<file path="config.mk">
export PLATFORM = sky130hd
export DESIGN_NAME = ipd_mqtt_publish_extractor
export DESIGN_NICKNAME = d
export VERILOG_FILES = /design/src/design/ipd_pkg.sv /design/src/design/ipd_mqtt_publish_extractor.sv /design/src/design/ipd_parse.sv /design/src/design/ipd_rfifo.sv
export VERILOG_INCLUDE_DIRS = /design/src /design/src/design
export SDC_FILE = /design/constraint.sdc
export NUM_CORES = 1
export LEC_CHECK = 0
export ABC_AREA = 1
export BUFFER_PORTS_ARGS = -buffer_cell sky130_fd_sc_hd__buf_2
export CORE_MARGIN = 2
export CORE_UTILIZATION = 32
export DETAILED_ROUTE_END_ITERATION = 12
export PLACE_DENSITY = 0.5
export SYNTH_ARGS = -nofsm -noshare
export SYNTH_HDL_FRONTEND = slang
export SYNTH_SLANG_ARGS = --single-unit
</file>
<file path="constraint.sdc">
create_clock -name clk -period 10.57 [get_ports clk]
set_input_delay 1.5855 -clock clk [delete_from_list [all_inputs] [get_ports clk]]
set_output_delay 1.5855 -clock clk [all_outputs]
set_load 0.02 [all_outputs]
</file>
<file path="src/design/ipd_mqtt_publish_extractor_defines.svh">
// Assertion macros shared by the MQTT publish extractor RTL.
// Included by files that carry concurrent assertions; depends on nothing.
`ifndef IPD_MQTT_PUBLISH_EXTRACTOR_DEFINES_SVH
`define IPD_MQTT_PUBLISH_EXTRACTOR_DEFINES_SVH
`ifndef SYNTHESIS
`define IPD_ASSERT(label, prop, msg) \
    label: assert property (@(posedge clk) disable iff (!rst_n) (prop)) else $error(msg);
`define IPD_ASSERT_ALWAYS(label, prop, msg) \
    label: assert property (@(posedge clk) (prop)) else $error(msg);
`else
`define IPD_ASSERT(label, prop, msg)
`define IPD_ASSERT_ALWAYS(label, prop, msg)
`endif
`endif

</file>
<file path="src/design/ipd_pkg.sv">
// Types, codes and constants of the MQTT publish extractor.
// Used by the parser, the result queue and the top level; depends on nothing.
package ipd_pkg;

    typedef enum logic [3:0] {
        PH_HUNT    = 4'd0,
        PH_LEN     = 4'd1,
        PH_FIXED   = 4'd2,
        PH_REMLEN  = 4'd3,
        PH_TLEN_HI = 4'd4,
        PH_TLEN_LO = 4'd5,
        PH_TOPIC   = 4'd6,
        PH_ID      = 4'd7,
        PH_PAYLOAD = 4'd8,
        PH_TAIL    = 4'd9,
        PH_SKIP    = 4'd10
    } phase_t;

    typedef enum logic [1:0] {
        KIND_TOPIC   = 2'd0,
        KIND_PAYLOAD = 2'd1,
        KIND_DONE    = 2'd2,
        KIND_DROP    = 2'd3
    } kind_t;

    localparam logic CFG_TOPIC_LIMIT   = 1'b0;
    localparam logic CFG_PAYLOAD_LIMIT = 1'b1;

    localparam logic [9:0] TOPIC_LIMIT_RESET   = 10'd63;
    localparam logic [9:0] PAYLOAD_LIMIT_RESET = 10'd127;

    localparam logic [7:0] CHAR_PLUS  = 8'h2B;
    localparam logic [7:0] CHAR_COLON = 8'h3A;
    localparam logic [7:0] CHAR_0     = 8'h30;
    localparam logic [7:0] CHAR_9     = 8'h39;

    localparam int RFIFO_DEPTH = 4;
    localparam int RFIFO_AW    = 2;

    typedef struct packed {
        kind_t      kind;
        logic [7:0] data;
        logic       last;
    } result_t;

    typedef struct packed {
        logic [9:0] topic_limit;
        logic [9:0] payload_limit;
    } cfg_t;

    typedef struct packed {
        logic [1:0] count;
        result_t    first;
        result_t    second;
    } step_res_t;

    function automatic logic [7:0] hdr_char(input logic [2:0] pos);
        logic [7:0] c;
        unique case (pos)
            3'd0:    c = 8'h2B;
            3'd1:    c = 8'h49;
            3'd2:    c = 8'h50;
            3'd3:    c = 8'h44;
            3'd4:    c = 8'h2C;
            default: c = 8'h00;
        endcase
        return c;
    endfunction

endpackage

</file>
<file path="src/design/ipd_mqtt_publish_extractor.sv">
// Top level of the MQTT publish extractor: input register, parser and result queue.
// Depends on ipd_pkg, ipd_parse, ipd_rfifo and the assertion macro header.
//
// Modem receive bytes arrive on the input channel (in_valid, in_stall, rx_byte), one
// byte per beat. Each beat yields zero, one or two result beats on the output channel
// (out_valid, out_stall, kind, data, last): topic bytes, payload bytes, a done marker
// closing a message, or a dropped marker for a frame that is refused. The last flag is
// set on the final result caused by one input byte.
// The limits are written through cfg_we, cfg_index and cfg_data while the block is idle.
// A byte is registered in the input register at its accepting edge and is parsed into
// a four-entry result queue at the next edge on which the queue holds at most two
// entries; the queue offers a result in the cycle after such a push.
// One byte is accepted per cycle as long as the queue has room for two results; the
// output drains one result per cycle while the receiver does not stall, so bytes that
// yield two results use twice the output bandwidth of bytes that yield one. When the
// receiver stalls, results wait in the queue and in_stall rises while a byte waits in
// the input register and the queue holds more than two entries.
// Reset returns the parser to hunting for the header text and restores the limits
// to 63 topic bytes and 127 payload bytes.
`include "ipd_mqtt_publish_extractor_defines.svh"
module ipd_mqtt_publish_extractor
    import ipd_pkg::*;
#(
    parameter int unsigned MAX_FRAME = 1024
)
(
    input  logic       clk,
    input  logic       rst_n,
    input  logic       in_valid,
    output logic       in_stall,
    input  logic [7:0] rx_byte,
    output logic       out_valid,
    input  logic       out_stall,
    output logic [1:0] kind,
    output logic [7:0] data,
    output logic       last,
    input  logic       cfg_we,
    input  logic       cfg_index,
    input  logic [9:0] cfg_data
);

    logic                in_valid_reg, in_valid_next;
    logic [7:0]          in_byte_reg;
    cfg_t                cfg_reg, cfg_next;
    logic                go;
    logic                accept;
    logic                pop;
    step_res_t           step;
    result_t             head;
    logic [RFIFO_AW:0]   fifo_level;

    assign go        = in_valid_reg && (fifo_level <= 3'd2);
    assign in_stall  = in_valid_reg && (fifo_level > 3'd2);
    assign accept    = in_valid && !in_stall;
    assign out_valid = (fifo_level != 3'd0);
    assign pop       = out_valid && !out_stall;
    assign kind      = head.kind;
    assign data      = head.data;
    assign last      = head.last;

    always_comb
    begin
        if (accept)
        begin
            in_valid_next = 1'b1;
        end
        else if (go)
        begin
            in_valid_next = 1'b0;
        end
        else
        begin
            in_valid_next = in_valid_reg;
        end
    end

    always_comb
    begin
        cfg_next = cfg_reg;
        if (cfg_we)
        begin
            unique case (cfg_index)
                CFG_TOPIC_LIMIT:   cfg_next.topic_limit   = cfg_data;
                CFG_PAYLOAD_LIMIT: cfg_next.payload_limit = cfg_data;
            endcase
        end
    end

    always_ff @(posedge clk or negedge rst_n)
    begin
        if (!rst_n)
        begin
            in_valid_reg          <= 1'b0;
            cfg_reg.topic_limit   <= TOPIC_LIMIT_RESET;
            cfg_reg.payload_limit <= PAYLOAD_LIMIT_RESET;
        end
        else
        begin
            in_valid_reg <= in_valid_next;
            cfg_reg      <= cfg_next;
        end
    end

    always_ff @(posedge clk)
    begin
        if (accept)
        begin
            in_byte_reg <= rx_byte;
        end
    end

    ipd_parse #(
        .MAX_FRAME (MAX_FRAME)
    ) u_parse (
        .clk     (clk),
        .rst_n   (rst_n),
        .go      (go),
        .rx_byte (in_byte_reg),
        .cfg     (cfg_reg),
        .step    (step)
    );

    ipd_rfifo u_rfifo (
        .clk    (clk),
        .rst_n  (rst_n),
        .push_n (go ? step.count : 2'd0),
        .push_a (step.first),
        .push_b (step.second),
        .pop    (pop),
        .head   (head),
        .level  (fifo_level)
    );

    `IPD_ASSERT(a_level_bound, fifo_level <= 3'd4, "result queue level out of range")
    `IPD_ASSERT(a_pair_ends_done, (go && step.count == 2'd2) |-> (step.second.kind == KIND_DONE && step.second.last && !step.first.last), "two results must end with a done marker")
    `IPD_ASSERT(a_single_last, (go && step.count == 2'd1) |-> step.first.last, "single result lacks last flag")
    `IPD_ASSERT(a_push_shows, (go && step.count != 2'd0) |=> out_valid, "pushed result not offered")

endmodule

</file>
<file path="src/design/ipd_parse.sv">
// Parser state and per-beat step logic of the MQTT publish extractor.
// Depends on ipd_pkg; produces up to two results for each processed byte.
module ipd_parse
    import ipd_pkg::*;
#(
    parameter int unsigned MAX_FRAME = 1024
)
(
    input  logic      clk,
    input  logic      rst_n,
    input  logic      go,
    input  logic [7:0] rx_byte,
    input  cfg_t      cfg,
    output step_res_t step
);

    phase_t      phase_reg, phase_next;
    logic [2:0]  match_reg, match_next;
    logic [15:0] frame_left_reg, frame_left_next;
    logic [27:0] rem_len_reg, rem_len_next;
    logic [1:0]  group_reg, group_next;
    logic [1:0]  qos_reg, qos_next;
    logic [15:0] topic_size_reg, topic_size_next;
    logic [27:0] field_cnt_reg, field_cnt_next;
    logic [9:0]  emitted_reg, emitted_next;
    logic        len_seen_reg, len_seen_next;

    logic        data_put;
    kind_t       data_kind;
    logic        mark_a;
    logic        mark_b;
    kind_t       mark_b_kind;
    logic        topic_end;
    logic        pay_start;
    logic [19:0] len_mul;
    logic [16:0] over;
    logic [1:0]  res_cnt;

    always_comb
    begin
        phase_next      = phase_reg;
        match_next      = match_reg;
        frame_left_next = frame_left_reg;
        rem_len_next    = rem_len_reg;
        group_next      = group_reg;
        qos_next        = qos_reg;
        topic_size_next = topic_size_reg;
        field_cnt_next  = field_cnt_reg;
        emitted_next    = emitted_reg;
        len_seen_next   = len_seen_reg;
        data_put        = 1'b0;
        data_kind       = KIND_TOPIC;
        mark_a          = 1'b0;
        mark_b          = 1'b0;
        mark_b_kind     = KIND_DONE;
        topic_end       = 1'b0;
        pay_start       = 1'b0;
        len_mul         = '0;
        over            = '0;

        unique case (phase_reg)
            PH_HUNT:
            begin
                if (rx_byte == hdr_char(match_reg))
                begin
                    if (match_reg == 3'd4)
                    begin
                        match_next      = 3'd0;
                        phase_next      = PH_LEN;
                        frame_left_next = 16'd0;
                        len_seen_next   = 1'b0;
                    end
                    else
                    begin
                        match_next = match_reg + 3'd1;
                    end
                end
                else
                begin
                    match_next = (rx_byte == CHAR_PLUS) ? 3'd1 : 3'd0;
                end
            end
            PH_LEN:
            begin
                if (rx_byte >= CHAR_0 && rx_byte <= CHAR_9)
                begin
                    len_mul = ({4'd0, frame_left_reg} << 3) + ({4'd0, frame_left_reg} << 1)
                              + {16'd0, rx_byte[3:0]};
                    frame_left_next = (len_mul > 20'h0FFFF) ? 16'hFFFF : len_mul[15:0];
                    len_seen_next   = 1'b1;
                end
                else if (rx_byte == CHAR_COLON && len_seen_reg)
                begin
                    if (frame_left_reg == 16'd0)
                    begin
                        mark_b      = 1'b1;
                        mark_b_kind = KIND_DROP;
                        phase_next  = PH_HUNT;
                        match_next  = 3'd0;
                    end
                    else if (frame_left_reg > 16'(MAX_FRAME))
                    begin
                        phase_next = PH_SKIP;
                    end
                    else
                    begin
                        phase_next = PH_FIXED;
                    end
                end
                else
                begin
                    phase_next      = PH_HUNT;
                    frame_left_next = 16'd0;
                    match_next      = (rx_byte == CHAR_PLUS) ? 3'd1 : 3'd0;
                end
            end
            PH_FIXED, PH_REMLEN, PH_TLEN_HI, PH_TLEN_LO, PH_TOPIC, PH_ID, PH_PAYLOAD,
            PH_TAIL, PH_SKIP:
            begin
                frame_left_next = frame_left_reg - 16'd1;
                unique case (phase_reg)
                    PH_FIXED:
                    begin
                        if (rx_byte[7:4] == 4'h3)
                        begin
                            qos_next     = rx_byte[2:1];
                            rem_len_next = 28'd0;
                            group_next   = 2'd0;
                            phase_next   = PH_REMLEN;
                        end
                        else
                        begin
                            phase_next = PH_SKIP;
                        end
                    end
                    PH_REMLEN:
                    begin
                        rem_len_next = rem_len_reg
                                       | ({21'd0, rx_byte[6:0]} << (5'd7 * {3'd0, group_reg}));
                        if (rx_byte[7] && group_reg < 2'd3)
                        begin
                            group_next = group_reg + 2'd1;
                        end
                        else
                        begin
                            phase_next = PH_TLEN_HI;
                        end
                    end
                    PH_TLEN_HI:
                    begin
                        topic_size_next = {rx_byte, 8'h00};
                        phase_next      = PH_TLEN_LO;
                    end
                    PH_TLEN_LO:
                    begin
                        topic_size_next = topic_size_reg | {8'h00, rx_byte};
                        over = 17'd2 + {1'b0, topic_size_next}
                               + ((qos_reg != 2'd0) ? 17'd2 : 17'd0);
                        rem_len_next = (rem_len_reg > {11'd0, over})
                                       ? rem_len_reg - {11'd0, over} : 28'd0;
                        field_cnt_next = {12'd0, topic_size_next};
                        emitted_next   = 10'd0;
                        phase_next     = PH_TOPIC;
                        topic_end      = (topic_size_next == 16'd0);
                    end
                    PH_TOPIC:
                    begin
                        if (emitted_reg < cfg.topic_limit)
                        begin
                            data_put     = 1'b1;
                            data_kind    = KIND_TOPIC;
                            emitted_next = emitted_reg + 10'd1;
                        end
                        field_cnt_next = field_cnt_reg - 28'd1;
                        topic_end      = (field_cnt_reg == 28'd1);
                    end
                    PH_ID:
                    begin
                        field_cnt_next = field_cnt_reg - 28'd1;
                        pay_start      = (field_cnt_reg == 28'd1);
                    end
                    PH_PAYLOAD:
                    begin
                        if (emitted_reg < cfg.payload_limit)
                        begin
                            data_put     = 1'b1;
                            data_kind    = KIND_PAYLOAD;
                            emitted_next = emitted_reg + 10'd1;
                        end
                        field_cnt_next = field_cnt_reg - 28'd1;
                        if (field_cnt_reg == 28'd1)
                        begin
                            mark_a     = 1'b1;
                            phase_next = PH_TAIL;
                        end
                    end
                    default:
                    begin
                    end
                endcase

                if (topic_end)
                begin
                    if (qos_reg != 2'd0)
                    begin
                        field_cnt_next = 28'd2;
                        phase_next     = PH_ID;
                    end
                    else
                    begin
                        pay_start = 1'b1;
                    end
                end

                if (pay_start)
                begin
                    field_cnt_next = rem_len_next;
                    emitted_next   = 10'd0;
                    phase_next     = PH_PAYLOAD;
                    if (rem_len_next == 28'd0)
                    begin
                        mark_a     = 1'b1;
                        phase_next = PH_TAIL;
                    end
                end

                if (frame_left_next == 16'd0)
                begin
                    if (phase_next >= PH_REMLEN && phase_next <= PH_PAYLOAD)
                    begin
                        mark_b      = 1'b1;
                        mark_b_kind = KIND_DONE;
                    end
                    else if (phase_next == PH_SKIP)
                    begin
                        mark_b      = 1'b1;
                        mark_b_kind = KIND_DROP;
                    end
                    phase_next = PH_HUNT;
                    match_next = 3'd0;
                end
            end
            default:
            begin
                phase_next = PH_HUNT;
                match_next = (rx_byte == CHAR_PLUS) ? 3'd1 : 3'd0;
            end
        endcase
    end

    always_comb
    begin
        res_cnt = {1'b0, data_put} + {1'b0, mark_a} + {1'b0, mark_b};
        if (res_cnt > 2'd2)
        begin
            res_cnt = 2'd2;
        end
        step.count = res_cnt;

        if (data_put)
        begin
            step.first.kind = data_kind;
            step.first.data = rx_byte;
        end
        else if (mark_a)
        begin
            step.first.kind = KIND_DONE;
            step.first.data = 8'h00;
        end
        else
        begin
            step.first.kind = mark_b_kind;
            step.first.data = 8'h00;
        end

        step.second.data = 8'h00;
        if (data_put && mark_a)
        begin
            step.second.kind = KIND_DONE;
        end
        else
        begin
            step.second.kind = mark_b_kind;
        end

        step.first.last  = (res_cnt == 2'd1);
        step.second.last = (res_cnt == 2'd2);
    end

    always_ff @(posedge clk or negedge rst_n)
    begin
        if (!rst_n)
        begin
            phase_reg      <= PH_HUNT;
            match_reg      <= 3'd0;
            frame_left_reg <= 16'd0;
            rem_len_reg    <= 28'd0;
            group_reg      <= 2'd0;
            qos_reg        <= 2'd0;
            topic_size_reg <= 16'd0;
            field_cnt_reg  <= 28'd0;
            emitted_reg    <= 10'd0;
            len_seen_reg   <= 1'b0;
        end
        else if (go)
        begin
            phase_reg      <= phase_next;
            match_reg      <= match_next;
            frame_left_reg <= frame_left_next;
            rem_len_reg    <= rem_len_next;
            group_reg      <= group_next;
            qos_reg        <= qos_next;
            topic_size_reg <= topic_size_next;
            field_cnt_reg  <= field_cnt_next;
            emitted_reg    <= emitted_next;
            len_seen_reg   <= len_seen_next;
        end
    end

endmodule

</file>
<file path="src/design/ipd_rfifo.sv">
// Four-entry result queue of the MQTT publish extractor.
// Depends on ipd_pkg; takes up to two results per cycle and releases one.
module ipd_rfifo
    import ipd_pkg::*;
(
    input  logic                  clk,
    input  logic                  rst_n,
    input  logic [1:0]            push_n,
    input  result_t               push_a,
    input  result_t               push_b,
    input  logic                  pop,
    output result_t               head,
    output logic [RFIFO_AW:0]     level
);

    result_t                 entries_reg [RFIFO_DEPTH];
    logic [RFIFO_AW-1:0]     wr_ptr_reg, wr_ptr_next;
    logic [RFIFO_AW-1:0]     rd_ptr_reg, rd_ptr_next;
    logic [RFIFO_AW:0]       level_reg, level_next;
    logic [RFIFO_AW-1:0]     wr_ptr_b;

    assign wr_ptr_b = wr_ptr_reg + RFIFO_AW'(1);
    assign head     = entries_reg[rd_ptr_reg];
    assign level    = level_reg;

    always_comb
    begin
        wr_ptr_next = wr_ptr_reg + push_n[RFIFO_AW-1:0];
        rd_ptr_next = rd_ptr_reg + RFIFO_AW'(pop);
        level_next  = level_reg + {1'b0, push_n} - {{RFIFO_AW{1'b0}}, pop};
    end

    always_ff @(posedge clk)
    begin
        if (push_n != 2'd0)
        begin
            entries_reg[wr_ptr_reg] <= push_a;
        end
        if (push_n == 2'd2)
        begin
            entries_reg[wr_ptr_b] <= push_b;
        end
    end

    always_ff @(posedge clk or negedge rst_n)
    begin
        if (!rst_n)
        begin
            wr_ptr_reg <= '0;
            rd_ptr_reg <= '0;
            level_reg  <= '0;
        end
        else
        begin
            wr_ptr_reg <= wr_ptr_next;
            rd_ptr_reg <= rd_ptr_next;
            level_reg  <= level_next;
        end
    end

endmodule

</file>
======== Word-level counts from Yosys, hierarchy flattened ========
Memories as Yosys holds them, arrays and structs flattened.
Index checks and enable logic that the tools add are counted.
storage, ports and cells
  bits in writable memories ............... 44
  output and inout port bits .............. 13
  flip-flop bits (word level) ............. 146
  memories kept ........................... 1
  word-level logic and storage cells ...... 223
operators by class
  multiplexer cells ....................... 97
  bitwise gates (word level) .............. 3
  shift operators ......................... 1
  magnitude comparators ................... 13
  eq/ne operators ......................... 34
  $add $sub $neg .......................... 17
  $mul .................................... 1
  reduce and logical (&&, ||, !) cells .... 39
memory list
  name                 depth  bits a word  read ports  clocked after Yosys merged registers in  write ports  RTL line         RTL
  u_rfifo.entries_reg  4      11           1           0                                        2            ipd_rfifo.sv:16  result_t entries_reg [RFIFO_DEPTH];
operators by type and width
  operator                                                                count
  28-bit 2-to-1 mux                                                       6
  28-bit one-hot mux with 3 select lines                                  1
  16-bit 2-to-1 mux                                                       5
  4-bit 2-to-1 mux                                                        14
  28-bit one-hot mux with 2 select lines                                  1
  10-bit 2-to-1 mux                                                       5
  16-bit zero test                                                        3
  16-bit one-hot mux with 3 select lines                                  1
  7-bit one-hot mux with 5 select lines                                   1
  1-bit 2-to-1 mux                                                        33
  16-bit one-hot mux with 2 select lines                                  1
  10-bit one-hot mux with 3 select lines                                  1
  28-bit by 1-bit == test with 1-bit output, second input constant        1
  28-bit by 17-bit > comparator with 1-bit output                         1
  28-bit zero test                                                        1
  28-bit bitwise OR                                                       1
  7-bit by 5-bit << shifter with 28-bit output                            1
  28-bit by 1-bit subtractor with 28-bit output, second input constant    1
  28-bit by 17-bit subtractor with 28-bit output                          1
  2-bit 2-to-1 mux                                                        12
  19-bit by 17-bit adder with 20-bit output                               1
  20-bit by 4-bit adder with 20-bit output                                1
  20-bit by 16-bit > comparator with 1-bit output, second input constant  1
  10-bit less-than comparator                                             2
  other kinds (59)                                                        109

======== Longest topological paths before layout ========
Gate-level depths: netlist of the first run.
  word-level depth ........................ 23
  gate-level depth with buffers ........... 45
  mapped depth without buffers ............ 45

======== By module ========
From an unflattened synthesis of the first run, not the netlist that was laid out.
unflattened totals
  cells, all modules ...................... 2239
  area total of the unflattened synthesis .. 15587.4 um2
by module, submodules not included
  module                      area an instance (um2)  sequential area each (um2)  times used  cells each
  ipd_parse                   11472.3                 2752.6                      1           1772
  ipd_rfifo                   2962.8                  1496.4                      1           363
  ipd_mqtt_publish_extractor  1152.4                  782.0                       1           104

======== Worst setup path before layout of the first run ========
No wires, ideal clock.
  path kind ............................... register to register
  start ................................... reg in_byte_reg[1]
  end ..................................... reg u_rfifo.level_reg[2], in the netlist u_rfifo.level[2]
  buffers on the path ..................... 1
  cell stages (with the launch flop) ...... 43
  path slack .............................. 4.395 ns
  setup time .............................. 0.129 ns
  arrival ................................. 6.046 ns
  data required time ...................... 10.441 ns
  period minus slack after synthesis ...... 6.175 ns
  cells stage by stage .................... edfxtp_1 -> nor2_1 -> ha_1 -> inv_1 -> ha_1 -> nand3_1 -> nor3_1 -> nand3_1 -> nor2_1 -> nand2_1 -> nor3_1 -> nand2_1 -> xor2_1 -> ha_1 -> nand2_2 -> nor2_4 -> inv_2 -> nor2_4 -> (+7 left out) -> nand2_1 -> nor2_1 -> nand2_1 -> o21bai_1 -> nand2_1 -> nand2_1 -> nand2_1 -> a21oi_2 -> fa_1 -> nor3_1 -> inv_1 -> ha_1 -> inv_1 -> ha_1 -> inv_1 -> fa_1 -> xnor2_1 -> xor2_1
on the way
  longest elaborated chain between the ends .. 22
  elaborated cells between the ends (all ways) .. 45
RTL lines
  item                                                                                                               RTL line                            RTL
  start, declared                                                                                                    ipd_mqtt_publish_extractor.sv:43    logic [7:0] in_byte_reg;
  start signal, assigned                                                                                             ipd_mqtt_publish_extractor.sv:108   in_byte_reg <= rx_byte;
  16-bit by 8-bit bitwise OR with 16-bit output                                                                      ipd_parse.sv:156                    topic_size_next = topic_size_reg | {8'h00, rx_byte};
  2-bit by 16-bit adder with 17-bit output                                                                           ipd_parse.sv:157                    over = 17'd2 + {1'b0, topic_size_next}
  17-bit adder                                                                                                       ipd_parse.sv:158                    + ((qos_reg != 2'd0) ? 17'd2 : 17'd0);
  28-bit by 17-bit subtractor with 28-bit output or 28-bit by 17-bit > comparator with 1-bit output (tied branches)  ipd_parse.sv:160, ipd_parse.sv:159
  28-bit 2-to-1 mux                                                                                                  ipd_parse.sv:160                    ? rem_len_reg - {11'd0, over} : 28'd0;
  28-bit one-hot mux with 3 select lines                                                                             ipd_parse.sv:121                    unique case (phase_reg)
  28-bit 2-to-1 mux                                                                                                  ipd_parse.sv:61                     unique case (phase_reg)
  28-bit zero test                                                                                                   ipd_parse.sv:220                    if (rem_len_next == 28'd0)
  (+7 left out)                                                                                                      --
  1-bit one-hot mux with 2 select lines                                                                              ipd_parse.sv:61
  2-bit by 1-bit adder with 2-bit output (*)                                                                         ipd_parse.sv:253                    res_cnt = {1'b0, data_put} + {1'b0, mark_a} + {1'b0, mark_b};
  2-bit > comparator                                                                                                 ipd_parse.sv:254                    if (res_cnt > 2'd2)
  2-bit 2-to-1 mux (*)                                                                                               ipd_parse.sv:254
  2-bit 2-to-1 mux (*)                                                                                               ipd_mqtt_publish_extractor.sv:126   .push_n (go ? step.count : 2'd0),
  3-bit by 2-bit adder with 3-bit output (*)                                                                         ipd_rfifo.sv:30                     level_next = level_reg + {1'b0, push_n} - {{RFIFO_AW{1'b0}}, pop};
  3-bit by 1-bit subtractor with 3-bit output (*)                                                                    ipd_rfifo.sv:30
  named net u_rfifo.level_next[2]                                                                                    ipd_rfifo.sv:19                     logic [RFIFO_AW:0] level_reg, level_next;
  end signal, assigned                                                                                               ipd_rfifo.sv:57                     level_reg <= level_next;
  end, declared                                                                                                      ipd_rfifo.sv:19
Mark *: on every way through the listed nets, which the timed path passes. The rest lies on a longest branch. The select of a mux whose other input is x is not followed.
A chain may end at the register's enable or synchronous reset.

======== Worst setup path after layout of the first run ========
Same ends and word-level chain as after synthesis.

==> impl_metrics.ini, run 1 <==
[run_status]
run_status = finished, final reports clean

[clock_network]
htreeDepth = 4
cts_setup_buffers = 0
clk_pin_slew_ps = 80
worstSkewPairLatency_ps = 490
cts.root.buffer_cell = sky130_fd_sc_hd__clkbuf_16
cts_resized = 0
cts-root-to-sink-buffers = 2
cts.sink_count = 190
clock_tree_from_tritoncts = done
cts_made_buffers = 17
post_cts_hold_buffer_count = 0

[timing]
fin_crit_ps = 7890
slew-limit-headroom_pct = 28.98
timing.clock.skew_ps = 14.63
grt_setup_unrepaired = no
aggregate_negative_setup_slack_ps = 0
highest_clock_rate_ghz = 0.1267
worst_slew_pin_slew_ps = 1061
number_of_hold_violations_in_the_final_report = 0
finalCritPeriodShare_pct = 74.65
worst_slack_ps = 2680
final-max-slew-violation-count = 0
setup_violations = 0

[placement]
place_hpwl_um = 37320
place.detailed.instances = 2753
gp_routability_congestion = 0.9070
dp_worst_setup_slack_ps = 2742
placement.io_buffers = 36

[worst_setup_path]
critPathMostFrequentCell = sky130_fd_sc_hd__nand2_1
worstPathBufferInverterCount = 6
critPathCaptureType = flop
crit_slowest_cell = sky130_fd_sc_hd__a21oi_4
worst-path-max-fanout = 25
critPathKind = reg2reg
worstPathArrival_ps = 8290
worst_ep_required_time_ps = 10970
critical_path.top_delay_family = simple AND/OR/NAND/NOR gates
setup.worst_path.start_class = flop
worst_path_largest_cell_delay_ps = 780

[global_route]
antenna_found_initial = 1
grt_pass1_wl_um = 77020
grt_start_max_net_pins = 91
grt-ovfl-total = 0
grt_usage_pct = 20.96
first_global_vias = 13810

[drt]
drt-initial-drc-count = 1063
drt_pre_antenna_iters = 5
wl_per_cell_um = 17.58
totalWireLength_um = 48970
drt.antenna.violating_nets = 0
vias_per_cell = 5.105
num_vias = 14220
drt_drc_violations_left = 0

[run]
cap_viol_max_count = 0

[finish]
largest_register_ffs = 44
area_growth_syn_to_layout_pct = 9.276
drive_gt1_share_pct = 8.650
nFillCells = 4950
final_core_utilization_pct = 35.43
n_antenna_cell = 0
final_cell_count_no_fill = 2785
nets = 2286

[power]
cellPowerDensity_nw_per_um2 = 117.7
leak_nw = 8.116
fin_total_pwr_mw = 1.892
vdd.ir_drop.worst_v = 0.0001175

[floorplanning]
fp-row-count = 78
die_width_um = 218.4
io_pins = 37
core_region_area_um2 = 45380
die_area_um2 = 47720
die-height_um = 218.4
initial_utilization_pct = 32.43

[min_path]
timing.hold.worst.class = reg2reg

[synthesis]
yosysWarningCount = 0
synth-edff-count = 16
post_synth.cell_area_avg_um2 = 6.816
synth-seq-cells = 190
ys_top_cells_by_area = sky130_fd_sc_hd__dfrtp_1, sky130_fd_sc_hd__nand2_1, sky130_fd_sc_hd__o21ai_0
asr_flop_ratio_synth_pct = 72.63
synth_flop_cell = sky130_fd_sc_hd__dfrtp_1
ys_types = 63
yosys.area.top_type = sky130_fd_sc_hd__dfrtp_1
netlist.area_leader.share_pct = 21.26
seq_area_frac_synth_pct = 31.74
mappedNetlistArea_um2 = 14720
syn_inst = 2159
syn-num-nets = 2273
most_frequent_cell_after_synthesis = sky130_fd_sc_hd__nand2_1
synthTopCellsByCount = sky130_fd_sc_hd__nand2_1, sky130_fd_sc_hd__inv_1, sky130_fd_sc_hd__o21ai_0
[final cells by class]
cell class | instances | area, um^2 | share of cell area, %
repair buffers | 47 | 269.0 | 1.673
inverters | 314 | 1179 | 7.330
multi-input cells | 1602 | 8631 | 53.67
well taps | 600 | 750.7 | 4.669
flip-flops and latches | 190 | 4671 | 29.05
clock inverters | 13 | 137.6 | 0.8559
clock buffers | 19 | 442.9 | 2.754
[worst min-delay path, cell delays in order, from the launching register on]
cell and delay [ps]:
sky130_fd_sc_hd__dfxtp_1 330, sky130_fd_sc_hd__nand2_1 50, sky130_fd_sc_hd__o21ai_0 50
[cell families (layout without fill, tap and decap cells)]
logic type      count (synthesis)  after routing  synth area share (%)
buf+inv                       367            393                 9.718
mux                             9              9                0.6887
flops                         190            190                 31.74
xor+xnor                       54             54                 3.214
simple gates                 1017           1017                 30.27
compound gates                432            432                 16.46
fa+ha+maj                      90             90                 7.908
[through the flow]
step	instance area [um^2]	hold WS (ps)
floorplan	14720	423.1
global placement	15500	432.4
detailed placement	15500	441.0
CTS	16080	461.5
finish	16080	457.5
global route	16080	483.0
[final timing paths]
check,endpoint,slack [ps],from,depth (start not counted)
worst max-delay path,u_rfifo.level[2]$_DFF_PN0_,2680,in_byte_reg[1]$_DFFE_PP_,42
worst min-delay path,u_rfifo.entries_reg[2][6]$_SDFFE_PP0N_,460,u_rfifo.entries_reg[2][6]$_SDFFE_PP0N_,2
worst max register to register,u_rfifo.level[2]$_DFF_PN0_,2680,in_byte_reg[1]$_DFFE_PP_,42
worst min register to register,u_rfifo.entries_reg[2][6]$_SDFFE_PP0N_,460,u_rfifo.entries_reg[2][6]$_SDFFE_PP0N_,2
max in group asynchronous,u_rfifo.level[0]$_DFF_PN0_,8170,rst_n,2
min in group asynchronous,u_parse.rem_len_reg[15]$_DFFE_PN0P_,1170,rst_n,1
[per-layer routing]
metal	track usage [%]	part of all wire, %
met5	0	0
met4	6.236	1.9
met3	3.716	4.9
met2	33.20	45
met1	29.01	48
[report_power, final]
group | switching [mW] | internal, mW | leakage (nW)
Sequential | 0.0564 | 0.768 | 2.28
Clock | 0.352 | 0.322 | 0.290
Combinational | 0.271 | 0.122 | 5.55
[layout by cell type (no fill, tap or decap), types with 32 or more instances in the layout]
cell type,synthesis,final
sky130_fd_sc_hd__xor2_1,39,39
sky130_fd_sc_hd__ha_1,85,85
sky130_fd_sc_hd__a21oi_1,85,85
sky130_fd_sc_hd__inv_1,301,301
sky130_fd_sc_hd__nand2_1,535,535
sky130_fd_sc_hd__dfrtp_1,125,125
sky130_fd_sc_hd__o21ai_0,244,244
sky130_fd_sc_hd__dfxtp_1,36,36
sky130_fd_sc_hd__nand4_1,32,32
sky130_fd_sc_hd__nor2_1,233,231
sky130_fd_sc_hd__buf_2,14,35
sky130_fd_sc_hd__nand3_1,91,91
No activity file was read; power rests on OpenSTA's default activity.
==> run 2, diff against run 1 <==
==> constraint.sdc (replaced) <==
create_clock -name clk -period 8 [get_ports clk]
set_input_delay 1.2 -clock clk [delete_from_list [all_inputs] [get_ports clk]]
set_output_delay 1.2 -clock clk [all_outputs]
set_load 0.02 [all_outputs]
==> run 2 against run 1 <==
Compared with the run above:
- critical path depth is the same
- clock power is 39% higher
- flip-flop and latch count stayed put
- final cell count grew 0.50%
- core utilization increased by 0.36 points
- via count up 0.73%
- register-to-register slack got worse by 1900 ps
- sequential power up 27%
- largest power group unchanged
==> impl_metrics.ini, run 2 (synthesized netlist as in run 1, its figures left out) <==
[drt]
wl_per_cell_um = 17.65
drt_drc_violations_left = 0
drt.antenna.violating_nets = 0
drt_pre_antenna_iters = 5
num_vias = 14320
totalWireLength_um = 49410
drt-initial-drc-count = 1208
vias_per_cell = 5.116

[power]
fin_total_pwr_mw = 2.575
cellPowerDensity_nw_per_um2 = 158.5
leak_nw = 8.188
vdd.ir_drop.worst_v = 0.0001567

[floorplanning]
core_region_area_um2 = 45380
die_width_um = 218.4
die-height_um = 218.4
initial_utilization_pct = 32.43
fp-row-count = 78
die_area_um2 = 47720
io_pins = 37

[worst_setup_path]
worstPathBufferInverterCount = 6
critical_path.top_delay_family = simple AND/OR/NAND/NOR gates
setup.worst_path.start_class = flop
critPathKind = reg2reg
worst-path-max-fanout = 13
critPathCaptureType = flop
crit_slowest_cell = sky130_fd_sc_hd__a21oi_4
worstPathArrival_ps = 7630
worst_path_largest_cell_delay_ps = 550
worst_ep_required_time_ps = 8390
critPathMostFrequentCell = sky130_fd_sc_hd__nand2_1

[placement]
dp_worst_setup_slack_ps = 404.7
place.detailed.instances = 2766
placement.io_buffers = 36
place_hpwl_um = 37530
gp_routability_congestion = 0.9360

[finish]
most_frequent_cells_in_the_layout = sky130_fd_sc_hd__nand2_1, sky130_fd_sc_hd__inv_1, sky130_fd_sc_hd__o21ai_0, sky130_fd_sc_hd__nor2_1, sky130_fd_sc_hd__dfrtp_1
n_antenna_cell = 0
final_core_utilization_pct = 35.80
final_cell_count_no_fill = 2799
area_growth_syn_to_layout_pct = 10.39
drive_gt1_share_pct = 9.231
nets = 2300
layout.cells.most_common = sky130_fd_sc_hd__nand2_1
multi_input_comb_area_um2 = 8657
nFillCells = 4895
ff_latch_area_um2 = 4671
largest_register_ffs = 44

[global_route]
grt_pass1_wl_um = 77960
first_global_vias = 13800
grt-ovfl-total = 0
grt_usage_pct = 21.05
grt_start_max_net_pins = 73
antenna_found_initial = 1

[timing]
worst_slew_pin_slew_ps = 973.1
aggregate_negative_setup_slack_ps = 0
finalCritPeriodShare_pct = 90.53
fin_crit_ps = 7242
final-max-slew-violation-count = 0
slew-limit-headroom_pct = 35.13
worst_slack_ps = 758.0
setup_violations = 0
grt_setup_unrepaired = no
timing.clock.skew_ps = 16.50
number_of_hold_violations_in_the_final_report = 0
highest_clock_rate_ghz = 0.1381

[run]
cap_viol_max_count = 0

[clock_network]
worstSkewPairLatency_ps = 470
cts.root.buffer_cell = sky130_fd_sc_hd__clkbuf_16
clk_pin_slew_ps = 80
cts.sink_count = 190
htreeDepth = 4
cts-root-to-sink-buffers = 2
cts_made_buffers = 17
clock_tree_from_tritoncts = done

[min_path]
timing.hold.worst.class = reg2reg

[run_status]
run_status = finished, final reports clean
run 2: cell count changes in the layout (fill, tap and decap cells not counted), sizes merged:
cell,delta
clkbuf,+1
bufinv,+2
clkinvlp,+1
inv,-3
clkinv,-1
a21oi,+1
buf,+13
run 2: area by class of cell:
type / count / share of cell area, %
clock inverters: 12 / 1.071
repair buffers: 60 / 2.257
clock buffers: 20 / 2.750
inverters: 314 / 7.256
flip-flops and latches: 190 / 28.75
well taps: 600 / 4.621
multi-input cells: 1603 / 53.29
run 2: repair_timing:
| action | 4_1_cts | 5_1_grt |
|---|---|---|
| hold buffers | 0 | 0 |
| endpoints found under the setup margin | 0 | 4 |
| resized for setup | 0 | 2 |
| setup buffers | 0 | 0 |
run 2: through the flow:
step | cell area [um^2] | hold slack, ps
floorplan | 14720 | 423.1
global placement | 15600 | 434.2
detailed placement | 15600 | 439.5
CTS | 16220 | 459.4
global route | 16240 | 476.5
finish | 16240 | 458.3
run 2: per-layer routing:
layer	wire length, um	track usage [%]	up-vias
li1	-	-	7124
met1	23190	29.27	6709
met2	22630	34.09	419
met3	2398	2.366	69
met4	1192	6.508	0
met5	0	0	-
run 2: worst paths after layout:
kind / start / end / slack [ps] / depth (start not counted)
hold / removal: u_rfifo.entries_reg[1][7]$_SDFFE_PP0N_ / u_rfifo.entries_reg[1][7]$_SDFFE_PP0N_ / 460 / 2
hold reg to reg: u_rfifo.entries_reg[1][7]$_SDFFE_PP0N_ / u_rfifo.entries_reg[1][7]$_SDFFE_PP0N_ / 460 / 2
setup / recovery: u_parse.qos_reg[1]$_DFFE_PN0P_ / u_rfifo.level[2]$_DFF_PN0_ / 760 / 42
setup reg to reg: u_parse.qos_reg[1]$_DFFE_PN0P_ / u_rfifo.level[2]$_DFF_PN0_ / 760 / 42
max in group asynchronous: rst_n / u_parse.field_cnt_reg[11]$_DFFE_PN0P_ / 5770 / 2
min in group asynchronous: rst_n / u_parse.rem_len_reg[23]$_DFFE_PN0P_ / 770 / 1
run 2: worst min-delay path, cell delays in order, from the launching register on:
cell and delay [ps]:
sky130_fd_sc_hd__dfxtp_1 330, sky130_fd_sc_hd__nand2_1 50, sky130_fd_sc_hd__o21ai_0 50
run 2: where the power goes:
part | switching, mW | total (mW) | internal [mW] | leakage [nW]
logic | 0.420 | 0.595 | 0.175 | 5.61
registers | 0.0316 | 1.05 | 1.02 | 2.28
clock network | 0.447 | 0.934 | 0.487 | 0.300
